`src/design/tdf_pkg.sv`:
```
// shared types, constants and the control store of the trial-division factoriser
// depends on nothing; imported by trial_division_factorizer

package tdf_pkg;

    localparam int VAL_W  = 32;                // width of the number and of a factor
    localparam int DIV_W  = VAL_W / 2 + 1;     // trial divisor never passes sqrt + 1
    localparam int SQ_W   = 2 * DIV_W;         // square of the divisor
    localparam int POS_W  = 5;                 // position of a factor in the list
    localparam int CNT_W  = 6;                 // factors found so far
    localparam int DCNT_W = $clog2(VAL_W);     // divider step count
    localparam int PC_W   = 4;                 // step counter

    typedef logic [PC_W-1:0] pc_t;

    // step addresses of the program
    localparam pc_t S_IDLE    = 4'd0;
    localparam pc_t S_CHK     = 4'd1;
    localparam pc_t S_SQ      = 4'd2;
    localparam pc_t S_LOOP    = 4'd3;
    localparam pc_t S_CMPSQ   = 4'd4;
    localparam pc_t S_DIVINIT = 4'd5;
    localparam pc_t S_DIVSTEP = 4'd6;
    localparam pc_t S_TEST    = 4'd7;
    localparam pc_t S_EMITDIV = 4'd8;
    localparam pc_t S_INC     = 4'd9;
    localparam pc_t S_PRIME   = 4'd10;
    localparam pc_t S_DONE    = 4'd11;
    localparam pc_t S_EMPTY   = 4'd12;

    // datapath operation of one step
    typedef enum logic [3:0] {
        OP_NOP,
        OP_LOAD,
        OP_SQUARE,
        OP_DIVINIT,
        OP_DIVSTEP,
        OP_EMITDIV,
        OP_INC,
        OP_EMITREM,
        OP_FLUSH,
        OP_EMPTY
    } op_t;

    // jump condition of one step: jump to target when it holds, else fall through
    typedef enum logic [2:0] {
        C_NEXT,
        C_ALWAYS,
        C_NSTART,
        C_LT2,
        C_LE1,
        C_SQGT,
        C_DIVBUSY,
        C_NZREM
    } cond_t;

    typedef struct packed {
        op_t   op;
        cond_t cond;
        pc_t   target;
    } ctrl_t;

    // control store
    function automatic ctrl_t ucode_rom(input pc_t addr);
        ctrl_t cw;
        case (addr)
            S_IDLE:    cw = '{op: OP_LOAD,    cond: C_NSTART,  target: S_IDLE};
            S_CHK:     cw = '{op: OP_NOP,     cond: C_LT2,     target: S_EMPTY};
            S_SQ:      cw = '{op: OP_SQUARE,  cond: C_NEXT,    target: S_IDLE};
            S_LOOP:    cw = '{op: OP_NOP,     cond: C_LE1,     target: S_DONE};
            S_CMPSQ:   cw = '{op: OP_NOP,     cond: C_SQGT,    target: S_PRIME};
            S_DIVINIT: cw = '{op: OP_DIVINIT, cond: C_NEXT,    target: S_IDLE};
            S_DIVSTEP: cw = '{op: OP_DIVSTEP, cond: C_DIVBUSY, target: S_DIVSTEP};
            S_TEST:    cw = '{op: OP_NOP,     cond: C_NZREM,   target: S_INC};
            S_EMITDIV: cw = '{op: OP_EMITDIV, cond: C_ALWAYS,  target: S_LOOP};
            S_INC:     cw = '{op: OP_INC,     cond: C_ALWAYS,  target: S_SQ};
            S_PRIME:   cw = '{op: OP_EMITREM, cond: C_ALWAYS,  target: S_DONE};
            S_DONE:    cw = '{op: OP_FLUSH,   cond: C_ALWAYS,  target: S_IDLE};
            S_EMPTY:   cw = '{op: OP_EMPTY,   cond: C_ALWAYS,  target: S_IDLE};
            default:   cw = '{op: OP_NOP,     cond: C_ALWAYS,  target: S_IDLE};
        endcase
        return cw;
    endfunction

endpackage

```
`src/design/trial_division_factorizer.sv`:
```
// trial-division prime factoriser: microcoded sequencer with a bit-serial divider
// depends on tdf_pkg (control store, step addresses, widths)

// usage
//   an item is taken at a rising edge with start high and busy low; value is the
//   number to split. busy stays high until the whole list has been sent
//   results leave on factor, position, last and empty_res, each valid for one
//   cycle while strobe is high; the receiver cannot stall, so every result must
//   be taken in the cycle it is shown
//   factors come in ascending order with repeats, numbered from 0; the final
//   one has last set. values 0 and 1 give a single result with factor 0,
//   empty_res and last set
//   a found factor is held back one step so that last can be set on it, hence
//   a result is shown when the next factor is found or the list ends
//   search: each trial divisor goes through square, two compares, a 32-step
//   restoring division, test and increment; only 2 and then odd divisors are
//   tried, and the search stops once divisor squared exceeds the remainder.
//   the serial divider sets the pace of the search
//   reset clears the step counter, the strobe, the factor count and the valid
//   flag of the held-back factor; the block is ready in the first cycle after reset

module trial_division_factorizer (
    input  logic                      clk,
    input  logic                      rst_n,
    input  logic                      start,
    output logic                      busy,
    input  logic [31:0]               value,
    output logic                      strobe,
    output logic [31:0]               factor,
    output logic [tdf_pkg::POS_W-1:0] position,
    output logic                      last,
    output logic                      empty_res
);
    import tdf_pkg::*;

    // sequencer
    pc_t   pc_reg, pc_next;
    ctrl_t cw;

    // datapath registers
    logic [VAL_W-1:0]  rem_reg, rem_next;       // part not yet factored
    logic [DIV_W-1:0]  div_reg, div_next;       // trial divisor
    logic [SQ_W-1:0]   sq_reg, sq_next;         // divisor squared
    logic [VAL_W-1:0]  quo_reg, quo_next;       // dividend shifting out, quotient in
    logic [DIV_W-1:0]  prem_reg, prem_next;     // partial remainder of the division
    logic [DCNT_W-1:0] dcnt_reg, dcnt_next;     // division step count
    logic [CNT_W-1:0]  cnt_reg, cnt_next;       // factors found
    logic [VAL_W-1:0]  pend_reg, pend_next;     // held-back factor
    logic [POS_W-1:0]  ppos_reg, ppos_next;
    logic              pval_reg, pval_next;

    // result registers
    logic              strobe_reg, strobe_next;
    logic [31:0]       factor_reg, factor_next;
    logic [POS_W-1:0]  pos_reg, pos_next;
    logic              last_reg, last_next;
    logic              empty_reg, empty_next;

    // condition flags
    logic div_last;
    logic sq_gt;
    logic rem_lt2;
    logic rem_le1;

    // divider step
    logic [DIV_W:0] shifted;
    logic [DIV_W:0] diff;
    logic           qbit;

    assign cw       = ucode_rom(pc_reg);
    assign div_last = (dcnt_reg == DCNT_W'(VAL_W - 1));
    assign sq_gt    = (sq_reg > SQ_W'(rem_reg));
    assign rem_lt2  = (rem_reg < VAL_W'(2));
    assign rem_le1  = (rem_reg <= VAL_W'(1));

    assign shifted = {prem_reg, quo_reg[VAL_W-1]};
    assign diff    = shifted - {1'b0, div_reg};
    assign qbit    = (shifted >= {1'b0, div_reg});

    // next step
    always_comb
    begin
        case (cw.cond)
            C_NEXT:    pc_next = pc_reg + pc_t'(1);
            C_ALWAYS:  pc_next = cw.target;
            C_NSTART:  pc_next = start ? pc_reg + pc_t'(1) : cw.target;
            C_LT2:     pc_next = rem_lt2 ? cw.target : pc_reg + pc_t'(1);
            C_LE1:     pc_next = rem_le1 ? cw.target : pc_reg + pc_t'(1);
            C_SQGT:    pc_next = sq_gt ? cw.target : pc_reg + pc_t'(1);
            C_DIVBUSY: pc_next = div_last ? pc_reg + pc_t'(1) : cw.target;
            C_NZREM:   pc_next = (prem_reg != '0) ? cw.target : pc_reg + pc_t'(1);
            default:   pc_next = S_IDLE;
        endcase
    end

    // datapath controlled by the current control word
    always_comb
    begin
        rem_next    = rem_reg;
        div_next    = div_reg;
        sq_next     = sq_reg;
        quo_next    = quo_reg;
        prem_next   = prem_reg;
        dcnt_next   = dcnt_reg;
        cnt_next    = cnt_reg;
        pend_next   = pend_reg;
        ppos_next   = ppos_reg;
        pval_next   = pval_reg;
        strobe_next = 1'b0;
        factor_next = factor_reg;
        pos_next    = pos_reg;
        last_next   = last_reg;
        empty_next  = empty_reg;

        case (cw.op)
            OP_LOAD:
            begin
                if (start)
                begin
                    rem_next  = value[VAL_W-1:0];
                    div_next  = DIV_W'(2);
                    cnt_next  = '0;
                    pval_next = 1'b0;
                end
            end
            OP_SQUARE:
            begin
                sq_next = div_reg * div_reg;
            end
            OP_DIVINIT:
            begin
                quo_next  = rem_reg;
                prem_next = '0;
                dcnt_next = '0;
            end
            OP_DIVSTEP:
            begin
                prem_next = qbit ? diff[DIV_W-1:0] : shifted[DIV_W-1:0];
                quo_next  = {quo_reg[VAL_W-2:0], qbit};
                dcnt_next = dcnt_reg + DCNT_W'(1);
            end
            OP_EMITDIV, OP_EMITREM:
            begin
                // show the held-back factor, if any, then hold back the new one
                if (pval_reg)
                begin
                    strobe_next = 1'b1;
                    factor_next = pend_reg;
                    pos_next    = ppos_reg;
                    last_next   = 1'b0;
                    empty_next  = 1'b0;
                end
                pval_next = 1'b1;
                ppos_next = cnt_reg[POS_W-1:0];
                cnt_next  = cnt_reg + CNT_W'(1);
                if (cw.op == OP_EMITDIV)
                begin
                    pend_next = VAL_W'(div_reg);
                    rem_next  = quo_reg;
                end
                else
                begin
                    pend_next = rem_reg;
                    rem_next  = VAL_W'(1);
                end
            end
            OP_INC:
            begin
                // after 2 only odd divisors can divide
                div_next = div_reg + ((div_reg == DIV_W'(2)) ? DIV_W'(1) : DIV_W'(2));
            end
            OP_FLUSH:
            begin
                strobe_next = 1'b1;
                factor_next = pend_reg;
                pos_next    = ppos_reg;
                last_next   = 1'b1;
                empty_next  = 1'b0;
                pval_next   = 1'b0;
            end
            OP_EMPTY:
            begin
                strobe_next = 1'b1;
                factor_next = '0;
                pos_next    = '0;
                last_next   = 1'b1;
                empty_next  = 1'b1;
            end
            default:
            begin
            end
        endcase
    end

    // control state
    always_ff @(posedge clk or negedge rst_n)
    begin
        if (!rst_n)
        begin
            pc_reg     <= S_IDLE;
            strobe_reg <= 1'b0;
            pval_reg   <= 1'b0;
            cnt_reg    <= '0;
        end
        else
        begin
            pc_reg     <= pc_next;
            strobe_reg <= strobe_next;
            pval_reg   <= pval_next;
            cnt_reg    <= cnt_next;
        end
    end

    // payload
    always_ff @(posedge clk)
    begin
        rem_reg    <= rem_next;
        div_reg    <= div_next;
        sq_reg     <= sq_next;
        quo_reg    <= quo_next;
        prem_reg   <= prem_next;
        dcnt_reg   <= dcnt_next;
        pend_reg   <= pend_next;
        ppos_reg   <= ppos_next;
        factor_reg <= factor_next;
        pos_reg    <= pos_next;
        last_reg   <= last_next;
        empty_reg  <= empty_next;
    end

    // outputs
    always_comb
    begin
        busy      = (pc_reg != S_IDLE);
        strobe    = strobe_reg;
        factor    = factor_reg;
        position  = pos_reg;
        last      = last_reg;
        empty_res = empty_reg;
    end

    // checks
    a_accept_busy: assert property (@(posedge clk) disable iff (!rst_n)
        (start && !busy) |=> busy)
        else $error("busy not raised after an item was taken");

    a_end_has_last: assert property (@(posedge clk) disable iff (!rst_n)
        $fell(busy) |-> (strobe && last))
        else $error("list ended without a final result");

    a_notlast_busy: assert property (@(posedge clk) disable iff (!rst_n)
        (strobe && !last) |-> busy)
        else $error("non-final result shown while idle");

    a_empty_is_last: assert property (@(posedge clk) disable iff (!rst_n)
        (strobe && empty_res) |-> (last && factor == '0))
        else $error("empty result malformed");

    a_factor_ge2: assert property (@(posedge clk) disable iff (!rst_n)
        (strobe && !empty_res) |-> (factor >= 32'd2))
        else $error("factor below two");

endmodule
```
`config.mk`:
```
export PLATFORM = sky130hd
export DESIGN_NAME = trial_division_factorizer
export DESIGN_NICKNAME = d
export VERILOG_FILES = /design/src/design/tdf_pkg.sv /design/src/design/trial_division_factorizer.sv
export SDC_FILE = /design/constraint.sdc
export NUM_CORES = 1
export LEC_CHECK = 0
export BUFFER_PORTS_ARGS = -buffer_cell sky130_fd_sc_hd__buf_4
export CORE_MARGIN = 2
export CORE_UTILIZATION = 43
export CTS_CLUSTER_DIAMETER = 40
export DETAILED_ROUTE_END_ITERATION = 8
export GPL_ROUTABILITY_DRIVEN = 1
export PLACE_DENSITY = 0.64
export SLEW_MARGIN = 0
export SYNTH_ARGS = -nofsm -noshare
export SYNTH_HDL_FRONTEND = slang
export SYNTH_SLANG_ARGS = --single-unit
```
`constraint.sdc`:
```
create_clock -name clk -period 10 [get_ports clk]
set_input_delay 1 -clock clk [delete_from_list [all_inputs] [get_ports clk]]
set_output_delay 1 -clock clk [all_outputs]
set_load 0.02 [all_outputs]
```
==> flow_metrics.py <==
metrics = {
    "yosys": {
        "yosysSeqAreaShare_pct": 34.7,
        "netlist_area_sq_um": 19100,
        "synth.avg_cell_area_sq_um": 10.2,
        "syn_nets": 2281,
        "syn_inst": 1884,
        "synthFlopType": "edfxtp_1",
        "ys_ff_latch": 223,
        "ys_types": 85,
        "synth-async-reset-ratio_pct": 4.93,
        "synth_edf_count": 212,
        "ys_warn_count": 0,
    },
    "final_layout": {
        "nets": 2335,
        "register_area_sq_um": 6640,
        "largest_register_ffs": 33,
        "multi_input_area_sq_um": 11000,
        "drive_above_1_share_pct": 9.32,
        "nFillCells": 4074,
        "antenna_cells": 0,
        "area_growth_syn_to_layout_pct": 12.1,
    },
    "routing": {
        "drc": 0,
        "drt_iter0_markers": 928,
        "ant_nets": 0,
        "vias": 13500,
        "via_per_inst": 5.27,
        "wirelength_mm": 46.7,
        "wl_per_cell_um": 18.3,
        "dr.pass1.iters": 5,
    },
    "worst_setup_path": {
        "start_kind": "flip-flop",
        "reg2regPathDepth": 19,
        "crit_required_ps": 10260,
        "cp-end-kind": "flip-flop",
        "arrival_ps": 7630,
        "crit_path_max_fanout": 15,
        "crit_type": "reg2reg",
    },
    "die": {
        "row_count": 77,
        "coreArea_sq_um": 44100,
        "ios": 76,
        "start_util_pct": 43.4,
        "die_h_um": 215,
        "die_area_sq_um": 46200,
        "fp.dieW_um": 215,
    },
    "global_route": {
        "grt.overflow.total": 0,
        "grt_busiest_layer": "met2",
        "met3_usage_pct": 3.40,
        "grt_util_met2_pct": 34.2,
        "grt_pass1_wl_mm": 75.3,
        "grt_pass1_vias": 14000,
        "antenna_found_initial": 0,
        "met1_usage_pct": 27.8,
        "grt_max_degree": 90,
        "grt_usage_pct": 20.6,
    },
    "clocking": {
        "clk_latency_ps": 530,
        "path_clk_slew_ps": 60,
        "clockBufferDepth": 3,
        "cts_buffers": 34,
        "cts_root_buf": "clkbuf_16",
        "cts_tree": "yes",
        "ctsResizeCount": 0,
        "cts_setup_buffers": 0,
        "hold_buffers": 0,
        "htree_levels": 2,
        "cts.sinks": 223,
    },
    "sta": {
        "rsz0062_at_grt": "no",
        "period_minus_slack_ps": 7380,
        "setup_viol": 0,
        "final.setup.tns_ps": 0,
        "skew_ps": 25.7,
        "finalHoldViolCount": 0,
        "max_slew.worst_pin.slew_ps": 1020,
        "timing.fmax_mhz": 136,
        "finalMaxSlewViolations": 0,
        "slew_headroom_pct": 31.6,
        "final.period_utilization_pct": 73.8,
    },
    "placed_design": {
        "hpwl_mm": 35.7,
        "portBuffers": 75,
        "place_congestion": 0.885,
    },
    "job": {
        "drv_cap": 0,
    },
    "run_status": {
        "status": "complete, no violations",
    },
    "worst_hold_path": {
        "min_path_type": "in2async",
    },
}
critical path, stage by stage, from the launching register on:
cell and delay (ps):
edfxtp_1 810, clkinv_1 610, nor2_1 370, fa_1 490, fa_1 520, fa_1 510
fa_1 520, fa_1 550, inv_1 50, fa_1 530, inv_1 40, ha_1 360
a21o_2 210, a21oi_1 310, o21ai_0 170, a311oi_1 380, o311a_1 270, o31ai_1 110
a31oi_1 210, xnor2_1 90
per-layer routing:
| metal | wire, um | part of all wire [%] |
|---|---|---|
| met1 | 20100 | 43 |
| met4 | 1400 | 3.0 |
| met2 | 22200 | 48 |
| met3 | 2980 | 6.4 |
| met5 | 0 | 0 |
area by class of cell:
type                            instances  share of cell area, %
Multi-Input combinational cell       1253                   51.1
Clock buffer                           41                   4.23
Inverter                              340                   5.94
Sequential cell                       223                   30.9
Clock inverter                         20                   1.32
Timing Repair Buffer                   86                   3.01
Tap cell                              592                   3.45
cell usage in the layout (no fill, tap or decap), types with 6 or more instances in the layout:
cell       count
xor2_1        22
nor4_1        16
a21o_1        25
nand3_1       62
a21oi_1       60
nand2b_1       6
o21ai_0       77
nor3_1        15
clkbuf_16     35
dfrtp_1       11
xnor2_1       50
edfxtp_1     212
and2_1        53
nor2_1       110
and3_1         6
o31ai_1       21
ha_1         167
nand4_1       15
nand2_1      240
o21a_1         9
nor2b_1        7
clkinv_1      10
fa_1         195
buf_4         86
inv_1        330
worst paths after layout:
kind | from | end | slack, ps
max | div_reg[14] | sq_reg[33] | 2620
min | rst_n | cnt_reg[4] | 310
max reg2reg | div_reg[14] | sq_reg[33] | 2620
min reg2reg | cnt_reg[4] | ppos_reg[4] | 510
max in group asynchronous | rst_n | pc_reg[0] | 9510
min in group clk | cnt_reg[4] | ppos_reg[4] | 510
Yosys cell counts (4+ instances only):
master | instances | area, sq um
o31ai_1 | 21 | 158
nor4_1 | 16 | 100
and2_1 | 53 | 332
inv_1 | 330 | 1240
nand2b_1 | 6 | 37.5
clkinv_1 | 8 | 30.0
fa_1 | 195 | 3900
or2_2 | 4 | 25.0
dfrtp_1 | 11 | 275
buf_2 | 8 | 40.0
buf_1 | 10 | 37.5
xor2_1 | 22 | 193
edfxtp_1 | 212 | 6370
nor3_1 | 15 | 75.1
nor2b_1 | 7 | 43.8
nor2_1 | 111 | 417
nand4_1 | 15 | 93.8
clkbuf_1 | 47 | 176
mux2_2 | 5 | 56.3
o21ai_0 | 78 | 390
xnor2_1 | 50 | 438
ha_1 | 167 | 2090
o21a_1 | 9 | 67.6
a211oi_1 | 4 | 30.0
nand2_1 | 240 | 901
a31oi_1 | 4 | 25.0
nand3_1 | 62 | 310
a21o_1 | 25 | 188
and3_1 | 7 | 43.8
a21oi_1 | 60 | 300
cell families after synthesis:
logic type | after synthesis | share of synthesized area, %
buffers and inverters | 408 | 8.13
xor gates and xnor gates | 72 | 3.29
and+or+nand+nor | 555 | 13.3
adders and majority gates | 362 | 31.3
AOI/OAI and AO/OA | 255 | 8.80
DFF | 223 | 34.7
muxes | 9 | 0.529
through the flow:
stage	cell area, sq um	cells	setup WS (ps)	utilization (%)	hold slack, ps
final	21500	2555	2620	48.7	310
after CTS	21500	2555	2650	48.7	303
after floorplan	19100	1884	3560	-	463
after detailed placement	20300	2494	2650	46.0	488
after global routing	21500	2555	2330	48.7	308
after global placement	20300	2494	2840	46.0	480
Power is left out: the tool's default activity adds up to more than one toggle a clock period on the data nets, which glitch-free logic cannot reach.
